--- src/hdl/sdv_pkg.sv ---
// Shared types and status codes for the surface descriptor validator.
`timescale 1ns / 1ps

package sdv_pkg;

    localparam int unsigned DVD_W     = 64;
    localparam int unsigned ALIGN_W   = 32;
    localparam int unsigned STATUS_W  = 4;
    localparam int unsigned DIV_STEPS = DVD_W;

    localparam logic [STATUS_W-1:0] ST_OK               = 4'd0;
    localparam logic [STATUS_W-1:0] ST_ZERO_DIM         = 4'd1;
    localparam logic [STATUS_W-1:0] ST_ZERO_BPP         = 4'd2;
    localparam logic [STATUS_W-1:0] ST_LOGICAL_OVF      = 4'd3;
    localparam logic [STATUS_W-1:0] ST_LOGICAL_MISMATCH = 4'd4;
    localparam logic [STATUS_W-1:0] ST_ZERO_PITCH       = 4'd5;
    localparam logic [STATUS_W-1:0] ST_PITCH_NARROW     = 4'd6;
    localparam logic [STATUS_W-1:0] ST_PITCH_OVF        = 4'd7;
    localparam logic [STATUS_W-1:0] ST_PITCH_MISMATCH   = 4'd8;
    localparam logic [STATUS_W-1:0] ST_ZERO_ALIGN       = 4'd9;
    localparam logic [STATUS_W-1:0] ST_MISALIGNED       = 4'd10;
    localparam logic [STATUS_W-1:0] ST_ZERO_SURFACE     = 4'd11;
    localparam logic [STATUS_W-1:0] ST_SURFACE_OVF      = 4'd12;
    localparam logic [STATUS_W-1:0] ST_SURFACE_MISMATCH = 4'd13;

    // Word carried along the remainder chain.
    typedef struct packed {
        logic [ALIGN_W-1:0]  rem;
        logic [DVD_W-1:0]    dvd;
        logic [ALIGN_W-1:0]  align;
        logic [STATUS_W-1:0] pre;
        logic [STATUS_W-1:0] post;
    } sdv_cell_t;

endpackage

--- src/hdl/sdv_mod_cell.sv ---
// One restoring remainder step of the base address by the alignment.
`timescale 1ns / 1ps

module sdv_mod_cell
(
    input  logic                 clk,
    input  logic                 rst_n,
    input  logic                 en,
    input  logic                 in_valid,
    input  sdv_pkg::sdv_cell_t   in_cell,
    output logic                 out_valid,
    output sdv_pkg::sdv_cell_t   out_cell
);
    import sdv_pkg::*;

    logic                valid_reg;
    sdv_cell_t           cell_reg, cell_next;
    logic [ALIGN_W:0]    part;
    logic [ALIGN_W:0]    diff;

    always_comb
    begin
        part = {in_cell.rem, in_cell.dvd[DVD_W-1]};
        diff = part - {1'b0, in_cell.align};
        cell_next     = in_cell;
        cell_next.dvd = {in_cell.dvd[DVD_W-2:0], 1'b0};
        if (part >= {1'b0, in_cell.align})
            cell_next.rem = diff[ALIGN_W-1:0];
        else
            cell_next.rem = part[ALIGN_W-1:0];
    end

    always_ff @(posedge clk or negedge rst_n)
    begin
        if (!rst_n)
            valid_reg <= 1'b0;
        else if (en)
            valid_reg <= in_valid;
    end

    always_ff @(posedge clk)
    begin
        if (en)
            cell_reg <= cell_next;
    end

    assign out_valid = valid_reg;
    assign out_cell  = cell_reg;

endmodule

--- config.mk ---
export PLATFORM = sky130hd
export DESIGN_NAME = sdv_mod_cell
export DESIGN_NICKNAME = d
export VERILOG_FILES = /design/src/hdl/sdv_pkg.sv /design/src/hdl/sdv_mod_cell.sv
export SDC_FILE = /design/constraint.sdc
export NUM_CORES = 1
export LEC_CHECK = 0
export BUFFER_PORTS_ARGS = -buffer_cell sky130_fd_sc_hd__buf_2
export CAP_MARGIN = 20
export CORE_MARGIN = 1
export CORE_UTILIZATION = 48
export DETAILED_ROUTE_END_ITERATION = 16
export PLACE_DENSITY = 0.82
export SYNTH_ARGS = -nofsm -noshare
export SYNTH_HDL_FRONTEND = slang
export SYNTH_SLANG_ARGS = --single-unit
--- constraint.sdc ---
create_clock -name clk -period 0.8 [get_ports clk]
set_input_delay 0.16 -clock clk [delete_from_list [all_inputs] [get_ports clk]]
set_output_delay 0.16 -clock clk [all_outputs]
set_load 0.02 [all_outputs]
==> flow_summary.toml, run 1 <==
[global_routing]
grt.overflow.total = 5
antenna_found_initial = 8
grt_usage = 0.7415
grt_max_degree = 45

[cts]
ctsLongestPathBuffers = 2
h-tree-depth = 4
cts_buffers = 17
clockRootBuffer = "clkbuf_16"
cts.sinks = 136

[yosys]
synth_top_family_by_area = "compound AO/OA/AOI/OAI gates"
synth_top_area_share = 0.6434
synth_fa_ha_area_frac = 0.06672
synthMuxAreaShare = 0.01072
synth_compound_area_frac = 0.1289
syn_inst = 484
synth_xor_area_frac = 0.03614
synthSimpleGateAreaFrac = 0.07069
synth-edff-count = 135
syn_avg_cell_area_um2 = 13.02
syn_nets = 657
syn_area_um2 = 6301
yosys_register_bits = 136
ys_seq_area_frac = 0.6473
synth_warnings = 0
yosysTopAreaCell = "edfxtp_1"
synthArstFlopShare = 0.007353
synth-main-ff-cell = "edfxtp_1"
synth_cell_types = 49
ys_top_cells_by_area = "edfxtp_1 64%, ha_1 6.4%, inv_1 2.7%"

[timing]
grt-worst-endpoint = "out_cell[132]$_DFFE_PP_/D"
endpoint_type = "sequential cell input"

[placed_design]
dpl.hpwl_um = 14690
gp_congestion = 0.8552
io_buffers = 275
place_area_um2 = 8990
pre_cts_ws_ns = -2.092

[floorplan]
initial_core_util = 0.4953
rows = 41
io_pins = 277
die_h_um = 116.6
die_w_um = 116.6

[run_status]
stop_error = "[ERROR GRT-0232] Routing congestion too high. Check the congestion heatmap in the GUI."
outcome = "did not finish"
haltStage = "5_1_grt"
logic make-up after synthesis:
logic type               Yosys count
multiplexers                       6
AND/OR/NAND/NOR                   97
XOR/XNOR                          26
AO/OA/AOI/OAI                    123
other                              1
adder cells (fa/ha/maj)           33
buffers and inverters             62
flip-flops                       136
cell usage after synthesis (all sizes together), types with 6 or more instances:
cell type / n
o21ai: 38
inv: 46
nor2: 17
mux2: 6
o21a: 8
nand2: 46
nand4: 8
a21oi: 30
ha: 32
clkbuf: 12
a21o: 7
xnor2: 13
edfxtp: 135
xor2: 13
per-layer routing:
metal | GRT usage | overflow
met5 | 0.1815 | 0
met4 | 0.7435 | 4
met3 | 0.6072 | 0
met2 | 0.9014 | 1
met1 | 0.7424 | 0
through the flow:
step / hold WS (ns) / instances
CTS: 0.00008266 / 1178
floorplan: -0.1356 / 484
detailed placement: -0.06333 / 1030
global placement: -0.06401 / 1030
repair_timing:
action	CTS
resized for setup	195
hold buffers	103
setup buffers	12
gates cloned	2
setup endpoints to repair	169
pin swaps	23
endpoints found under the hold margin	103
==> inputs of run 2 (changes only) <==
- CORE_UTILIZATION: 48 -> 40
- PLACE_DENSITY: 0.82 -> unset
- PLACE_DENSITY_LB_ADDON: unset -> 0.15
==> run 2 against run 1 <==
Net effect:
- the flow now finishes, with violations (setup timing)
- area after synthesis unchanged
- synthesized cell count unchanged
==> flow_summary.toml, run 2 <==
[global_routing]
grt_pass1_vias = 6486
grt_max_degree = 26
antenna_found_initial = 1
grt.overflow.total = 0
grt_usage = 0.2760
grt_pass1_wl_um = 33750

[placed_design]
dpl.hpwl_um = 14070
pre_cts_ws_ns = -2.083
io_buffers = 275
gp_congestion = 0.8530

[cts]
clockRootBuffer = "clkbuf_16"
clk_latency_ns = 0.43
h-tree-depth = 4
ctsLongestPathBuffers = 2
cts.sinks = 136
tritoncts = "yes"
clk_pin_slew_ns = 0.06
cts_buffers = 17

[finish]
fin_util = 0.8092
final_nets = 1200
final_common_cell = "buf_2"
fillCellCount = 848
final_cell_mix = "154 x buf_2, 136 x buf_4, 135 x edfxtp_1"
syn_to_final_growth_pct = 96.66
largest_register_ffs = 135
drive_gt1_frac = 0.5567
antennaDiodeCount = 0

[power_and_ir_drop]
power_uw = 23900
power_density_nw_per_um2 = 1929
ir_worst_vdd_uv = 1419
leakage_uw = 0.005411

[yosys]
synthArstFlopShare = 0.007353
ys_seq_area_frac = 0.6473
yosysTopAreaCell = "edfxtp_1"
synth_most_common_cell = "edfxtp_1"
synth_warnings = 0
synth-edff-count = 135
ys_top_cells_by_area = "edfxtp_1 64%, ha_1 6.4%, inv_1 2.7%"
synth_top_area_share = 0.6434
syn_nets = 657
syn_area_um2 = 6301
synth_cell_types = 49
syn_avg_cell_area_um2 = 13.02
yosys_register_bits = 136
synth_commonest_cells = "135 x edfxtp_1, 46 x inv_1, 46 x nand2_1"
synth-main-ff-cell = "edfxtp_1"
syn_inst = 484

[floorplan]
io_pins = 277
die_h_um = 127.5
core_um2 = 15310
rows = 45
die_area_um2 = 16260
initial_core_util = 0.4114
die_w_um = 127.5

[route]
routedWlPerCell_um = 19.56
num_vias = 6218
vias_per_cell = 4.970
drc = 0
ant_nets = 0
drt_iter0_drc = 269
drt_wl_total_um = 24470
drtPass1Iterations = 4

[run_status]
outcome = "finished with violations"
violations = "setup timing"

[setup_path]
cp.required_ns = 0.97
cp.arrival_ns = 2.60
r2r.worst_path.cells = 1
crit_type = "in2reg"
worstSetupEndpointType = "flop"
crit_path_cell_trace = "buf_12 -> inv_12 -> ha_4 -> inv_2 -> fa_2 -> a21o_1 -> a221oi_4 -> buf_4 -> buf_6 -> o31ai_4 -> a211oi_2 -> o21ai_1 -> o22ai_1 -> xnor2_1 -> mux2_4"
max_stage_delay_ns = 0.33
cp-start-kind = "primary input"
path_max_fanout = 2
slowest_stage = "fa_2"

[timing]
hold_viol = 0
holdWs_ns = 0.01557
setup_violations = 169
max_freq_mhz = 410.8
rsz0062_at_grt = "true"
period_minus_slack_ns = 2.434
setup-tns-final_ns = -84.83
setup_ws_ns = -1.634
fin_skew_ns = 0
slew_headroom = 0.6736
slew_viol_final = 0
worst_pin_slew_ns = 0.4845
fin_crit_sh = 3.043

[hold_path]
holdPathStages = 2
min_path_type = "in2reg"

[flow_run]
maxCapViolCount = 0
-- run 2: cell counts after synthesis --
No cell type changed its count.
-- run 2: stage by stage --
| step | cell area (µm²) | std cells |
|---|---|---|
| 2_1_floorplan | 6626 | 484 |
| 6_report | 12390 | 1251 |
| 3_3_place_gp | 9176 | 1084 |
| 5_1_grt | 12390 | 1251 |
| 4_1_cts | 11470 | 1238 |
| 3_5_place_dp | 9176 | 1084 |
-- run 2: worst paths after layout --
check / start / to / slack [ns]
hold reg to reg: out_valid / out_valid / 0.59
setup / recovery: in_cell[103] / out_cell[134] / -1.63
setup reg to reg: out_valid / out_valid / -0.02
hold / removal: in_cell[26] / out_cell[26] / 0.02
max in group asynchronous: rst_n / out_valid / 0.63
min in group asynchronous: rst_n / out_valid / 0.05
-- run 2: final cells by class --
type | instances | area (µm²) | share of cell area
timing repair buffer | 540 | 4679 | 0.3776
sequential | 136 | 4080 | 0.3293
multi-input combinational | 286 | 2597 | 0.2096
clock buffer | 18 | 429.2 | 0.03463
tap | 211 | 264.0 | 0.02130
inverter | 46 | 210.2 | 0.01696
clock inverter | 14 | 131.4 | 0.01060
-- run 2: repair_timing --
item	in CTS	in global routing
endpoints found under the setup margin	168	169
pin swaps	31	42
setup buffers	18	13
endpoints found under the hold margin	102	0
gates cloned	4	4
gates resized for setup	142	221
hold buffers	102	0
-- run 2: report_power, final --
| group | switching, µW | total (µW) | internal [µW] | leakage, µW |
|---|---|---|---|---|
| logic | 3480 | 7280 | 3800 | 0.00381 |
| registers | 355 | 9050 | 8690 | 0.00133 |
| clock network | 3480 | 7580 | 4100 | 0.000266 |
-- run 2: layer usage --
metal / vias to the layer above / share of wire / track usage
li1: 2881 / - / -
met1: 3021 / 0.37 / 0.2996
met3: 65 / 0.067 / 0.07161
met5: - / 0.00053 / 0
met4: 2 / 0.038 / 0.1268
met2: 249 / 0.52 / 0.5024
-- run 2: cells by family after synthesis --
family,share of synthesized area
other cells,0.0005951
flops,0.6473
buf+inv,0.03892
compound gates,0.1289
xor+xnor,0.03614
fa+ha+maj,0.06672
simple gates,0.07069
mux,0.01072
-- run 2: worst max-delay path: cells and delay by family --
| kind | cells | cell delay (ns) |
|---|---|---|
| compound gates | 6 | 1.16 |
| mux | 1 | 0.28 |
| buf+inv | 5 | 0.43 |
| xor+xnor | 1 | 0.12 |
| fa+ha+maj | 2 | 0.45 |
Note: power is estimated with default switching activity, not from simulation.
==> inputs of run 3 (changes only) <==
- MAX_ROUTING_LAYER: unset -> met4
- SETUP_SLACK_MARGIN: unset -> 0.1
==> run 3 against run 2 <==
Net effect:
- the run ends with hold timing, setup timing left
- total power decreased by 0.33%
- setup slack improved by 0.035 ns
- core utilization decreased by 0.70 points
- register-to-register slack got worse by 0.09 ns
- critical path depth decreased by 2
- clock-buffer cell count unchanged
- non-clock buffer count decreased by 2
- maximum frequency increased by 1.5%
- first-iteration DRC count increased by 8.2%
- wire length increased by 1.0%
- highest routed layer is now met4
==> flow_summary.toml, run 3 (synthesized netlist as in run 2, its figures left out) <==
[run_status]
outcome = "finished with violations"
violations = "hold timing, setup timing"

[route]
drc = 0
drtPass1Iterations = 6
drt_wl_total_um = 24720
ant_nets = 0
vias_per_cell = 5.008
drt_iter0_drc = 291
routedWlPerCell_um = 19.78
num_vias = 6260

[floorplan]
die_w_um = 127.5
io_pins = 277
die_area_um2 = 16260
rows = 45
initial_core_util = 0.4114
die_h_um = 127.5
core_um2 = 15310

[global_routing]
grt.overflow.total = 0
grt_pass1_wl_um = 33670
grt_pass1_vias = 6439
grt_max_degree = 26
grt_usage = 0.2840
antenna_found_initial = 1

[timing]
hold_viol = 1
fin_crit_sh = 2.999
holdWs_ns = -0.02251
rsz0062_at_grt = "true"
max_freq_mhz = 416.8
setup_violations = 169
fin_skew_ns = 0
slew_viol_final = 0
setup_ws_ns = -1.599
setup-tns-final_ns = -85.48
period_minus_slack_ns = 2.399

[setup_path]
worstSetupEndpointType = "flop"
r2r_slack_ns = -0.11
cp.required_ns = 0.97
startpoint = "in_cell[103]"
slowest_stage = "fa_2"
r2r.worst_path.cells = 2
reg2reg_from = "out_valid"
critPathMostFrequentCell = "a221oi_4"
max_stage_delay_ns = 0.33
crit_path_cell_trace = "buf_12 -> inv_12 -> ha_4 -> inv_2 -> fa_2 -> a21o_1 -> a221oi_4 -> o2111ai_2 -> a31o_1 -> a221oi_4 -> o221ai_2 -> xor2_1 -> mux2_2"
path_max_fanout = 2
cp.arrival_ns = 2.57
endpoint = "out_cell[132]"
cp-start-kind = "primary input"
timing.rr.end = "out_valid"
crit_type = "in2reg"

[cts]
cts_buffers = 17
tritoncts = "yes"
cts_hold_buffers = 101
clockRootBuffer = "clkbuf_16"
h-tree-depth = 4
ctsLongestPathBuffers = 2
clk_latency_ns = 0.42
cts.sinks = 136
clk_pin_slew_ns = 0.07

[finish]
final_cell_mix = "158 x buf_2, 137 x buf_4, 135 x edfxtp_1"
largest_register_ffs = 135
drive_gt1_frac = 0.5434
final_nets = 1198
syn_to_final_growth_pct = 94.96
final_common_cell = "buf_2"
fin_util = 0.8021
final_cells = 1250

[power_and_ir_drop]
ir_worst_vdd_uv = 1491
power_density_nw_per_um2 = 1939
leakage_uw = 0.005360

[placed_design]
io_buffers = 275
pre_cts_ws_ns = -2.083
dpl.hpwl_um = 14070
gp_congestion = 0.8666
dp.cells = 1084

[flow_run]
maxCapViolCount = 0

[hold_path]
min_path_type = "in2reg"
## run 3: changes by cell type in the layout (fill, tap and decap cells not counted), moves of 4 or more
cell | previous run | this run
nand2_4 | 4 | 0
nand2_2 | 11 | 4
buf_6 | 128 | 121
buf_2 | 154 | 158
nand2_1 | 31 | 42
## run 3: per-layer routing
layer / GRT usage / wire length [µm]
met4: 0.1289 / 918
met1: 0.3037 / 9114
met3: 0.06826 / 1652
met5: - / 0
met2: 0.4979 / 13040
## run 3: repair_timing
item | 4_1_cts | 5_1_grt
gates resized for setup | 150 | 187
cloned | 5 | 3
buffers inserted | 18 | 11
setup endpoints to repair | 169 | 169
hold endpoints to repair | 102 | 1
pin swaps | 36 | 45
## run 3: cell type report
type                       instances  area, µm²
timing repair buffer             538       4636
sequential                       136       4080
fill                             865       3030
multi-input combinational        286       2531
clock buffer                      18      429.2
tap                              211      264.0
inverter                          46      210.2
clock inverter                    14      131.4
antenna                            1      2.502
## run 3: critical path: cells and delay by family
kind | cells | cell delay [ns]
AO/OA/AOI/OAI | 6 | 1.35
multiplexers | 1 | 0.26
XOR/XNOR | 1 | 0.16
adder cells (fa/ha/maj) | 2 | 0.45
buffers and inverters | 3 | 0.18
## run 3: power breakdown
| part | switching [µW] | leakage (µW) | internal, µW |
|---|---|---|---|
| combinational | 3450 | 0.00376 | 3760 |
| sequential | 351 | 0.00133 | 8690 |
| clock | 3480 | 0.000266 | 4100 |
| total | 7270 | 0.00536 | 16500 |
## run 3: worst min-delay path by stage
| stage | from | cells after the start | end |
|---|---|---|---|
| 3_5_place_dp | rst_n | 1 | out_valid |
| 4_1_cts | in_valid | 2 | out_valid |
| 6_report | in_valid | 2 | out_valid |
| 5_1_grt | in_valid | 2 | out_valid |
| 2_1_floorplan | rst_n | 0 | out_valid |
| 3_3_place_gp | rst_n | 1 | out_valid |
## run 3: metrics by stage
| step | total power (µW) | area (µm²) |
|---|---|---|
| after detailed placement | 14030 | 9176 |
| after CTS | 22730 | 11520 |
| after global placement | 13940 | 9176 |
| after global routing | 24580 | 12280 |
| after floorplan | 11690 | 6626 |
| final | 23820 | 12280 |
==> inputs of run 4 (changes only) <==
- clock period: 0.8 -> 2.1 ns (I/O delays scaled with it)
==> run 4 against run 3 <==
Net effect:
- the run ends with setup timing left
- core utilization is 12 points lower
- die area stayed put
- cell count is 9.0% lower
==> flow_summary.toml, run 4 (synthesized netlist as in run 2, its figures left out) <==
[route]
drt_iter0_drc = 235
vias_per_cell = 4.849
wl_met2_um = 9957
dr.max_layer_used = "met4"
routedWlPerCell_um = 16.85
wl_met1_um = 7662
drc = 0
ant_nets = 0
num_vias = 5513
drtPass1Iterations = 4
wl_met3_um = 1191
drt_wl_total_um = 19160

[timing]
holdWs_ns = 0.1768
period_minus_slack_ns = 2.677
fin_crit_sh = 1.275
slew_viol_final = 0
max_freq_mhz = 373.5
setup_ws_ns = -0.5771
hold_viol = 0
setup_violations = 32
rsz0062_at_grt = "true"
setup-tns-final_ns = -9.283
slew_headroom = 0.6543
worst_pin_slew_ns = 0.5186
fin_skew_ns = 0

[floorplan]
die_area_um2 = 16260
die_w_um = 127.5
rows = 45
initial_core_util = 0.4114
core_um2 = 15310
die_h_um = 127.5
io_pins = 277

[finish]
syn_to_final_growth_pct = 66.24
drive_gt1_frac = 0.5832
final_nets = 1086
final_cells = 1137
largest_register_ffs = 135
final_common_cell = "buf_2"
seq_area_um2 = 4079
multi_input_area_um2 = 2536
fin_util = 0.6840
antennaDiodeCount = 0
fillCellCount = 1127
final_cell_mix = "264 x buf_2, 135 x edfxtp_1, 125 x buf_4"

[cts]
clk_pin_slew_ns = 0.06
tritoncts = "yes"
ctsLongestPathBuffers = 2
cts_buffers = 17
cts.sinks = 136
clk_latency_ns = 0.41
h-tree-depth = 4
clockRootBuffer = "clkbuf_16"

[placed_design]
io_buffers = 275
dpl.hpwl_um = 13860
dp.cells = 1068
gp_congestion = 0.8327

[power_and_ir_drop]
leakage_uw = 0.004635
power_density_nw_per_um2 = 803.5
power_uw = 8417
ir_worst_vdd_uv = 487.0

[run_status]
violations = "setup timing"
outcome = "finished with violations"

[global_routing]
grt.overflow.total = 0
grt_pass1_wl_um = 28900
grt_max_degree = 51
antenna_found_initial = 0
grt_usage = 0.2410
grt_pass1_vias = 5722

[setup_path]
crit_type = "in2reg"
cp.required_ns = 2.26
cp-start-kind = "primary input"
path_max_fanout = 2
worstSetupEndpointType = "flop"
cp.arrival_ns = 2.84

[flow_run]
maxCapViolCount = 0

[hold_path]
min_path_type = "in2reg"
## run 4: worst max-delay path, cell delays in order
cell and delay [ns]:
buf_12 0.11, inv_12 0.04, ha_4 0.12, inv_2 0.03, fa_2 0.34, a21o_1 0.23
a221oi_4 0.29, o2111ai_2 0.15, a31o_1 0.25, a221oi_4 0.30, o221ai_2 0.14, xor2_1 0.15
mux2_2 0.26
## run 4: per-stage QoR
step | worst slack [ns] | area [µm²]
2_1_floorplan | -0.8469 | 6625
3_3_place_gp | -1.012 | 9030
3_5_place_dp | -1.077 | 9030
4_1_cts | -0.5841 | 10200
5_1_grt | -0.6906 | 10480
6_report | -0.5771 | 10480
## run 4: report_power, final
| group | total [µW] | internal, µW | switching [µW] |
|---|---|---|---|
| Clock | 2810 | 1550 | 1260 |
| Sequential | 3370 | 3300 | 63.2 |
| Combinational | 2240 | 1030 | 1210 |
| Total | 8420 | 5890 | 2530 |
## run 4: timing repair
action | in CTS | in global routing
hold buffers | 1 | 0
resized for setup | 67 | 41
pin swaps | 40 | 30
setup endpoints to repair | 32 | 32
gates cloned | 4 | 1
hold endpoints to repair | 1 | 0
buffers inserted | 26 | 9
## run 4: metal layers
metal,global-route usage,vias up
met5,-,-
met4,0.07983,0
met3,0.05151,26
met2,0.4217,186
met1,0.2740,2638
li1,-,2663
## run 4: layout make-up
cell class / instances / share of cell area
clock inverter: 15 / 0.01266
multi-input combinational: 286 / 0.2421
tap: 211 / 0.02520
timing repair buffer: 426 / 0.2699
clock buffer: 17 / 0.04061
sequential: 136 / 0.3894
inverter: 46 / 0.02007
## run 4: final timing paths
check                             start       endpoint  slack (ns)  depth (start not counted)
min reg2reg                   out_valid      out_valid        0.52                          1
max in group asynchronous         rst_n      out_valid        1.71                          2
max                        in_cell[103]  out_cell[132]       -0.58                         13
min in group asynchronous         rst_n      out_valid        0.31                          2
min                         in_cell[49]   out_cell[50]        0.18                          1
max reg2reg                   out_valid      out_valid        1.36                          1
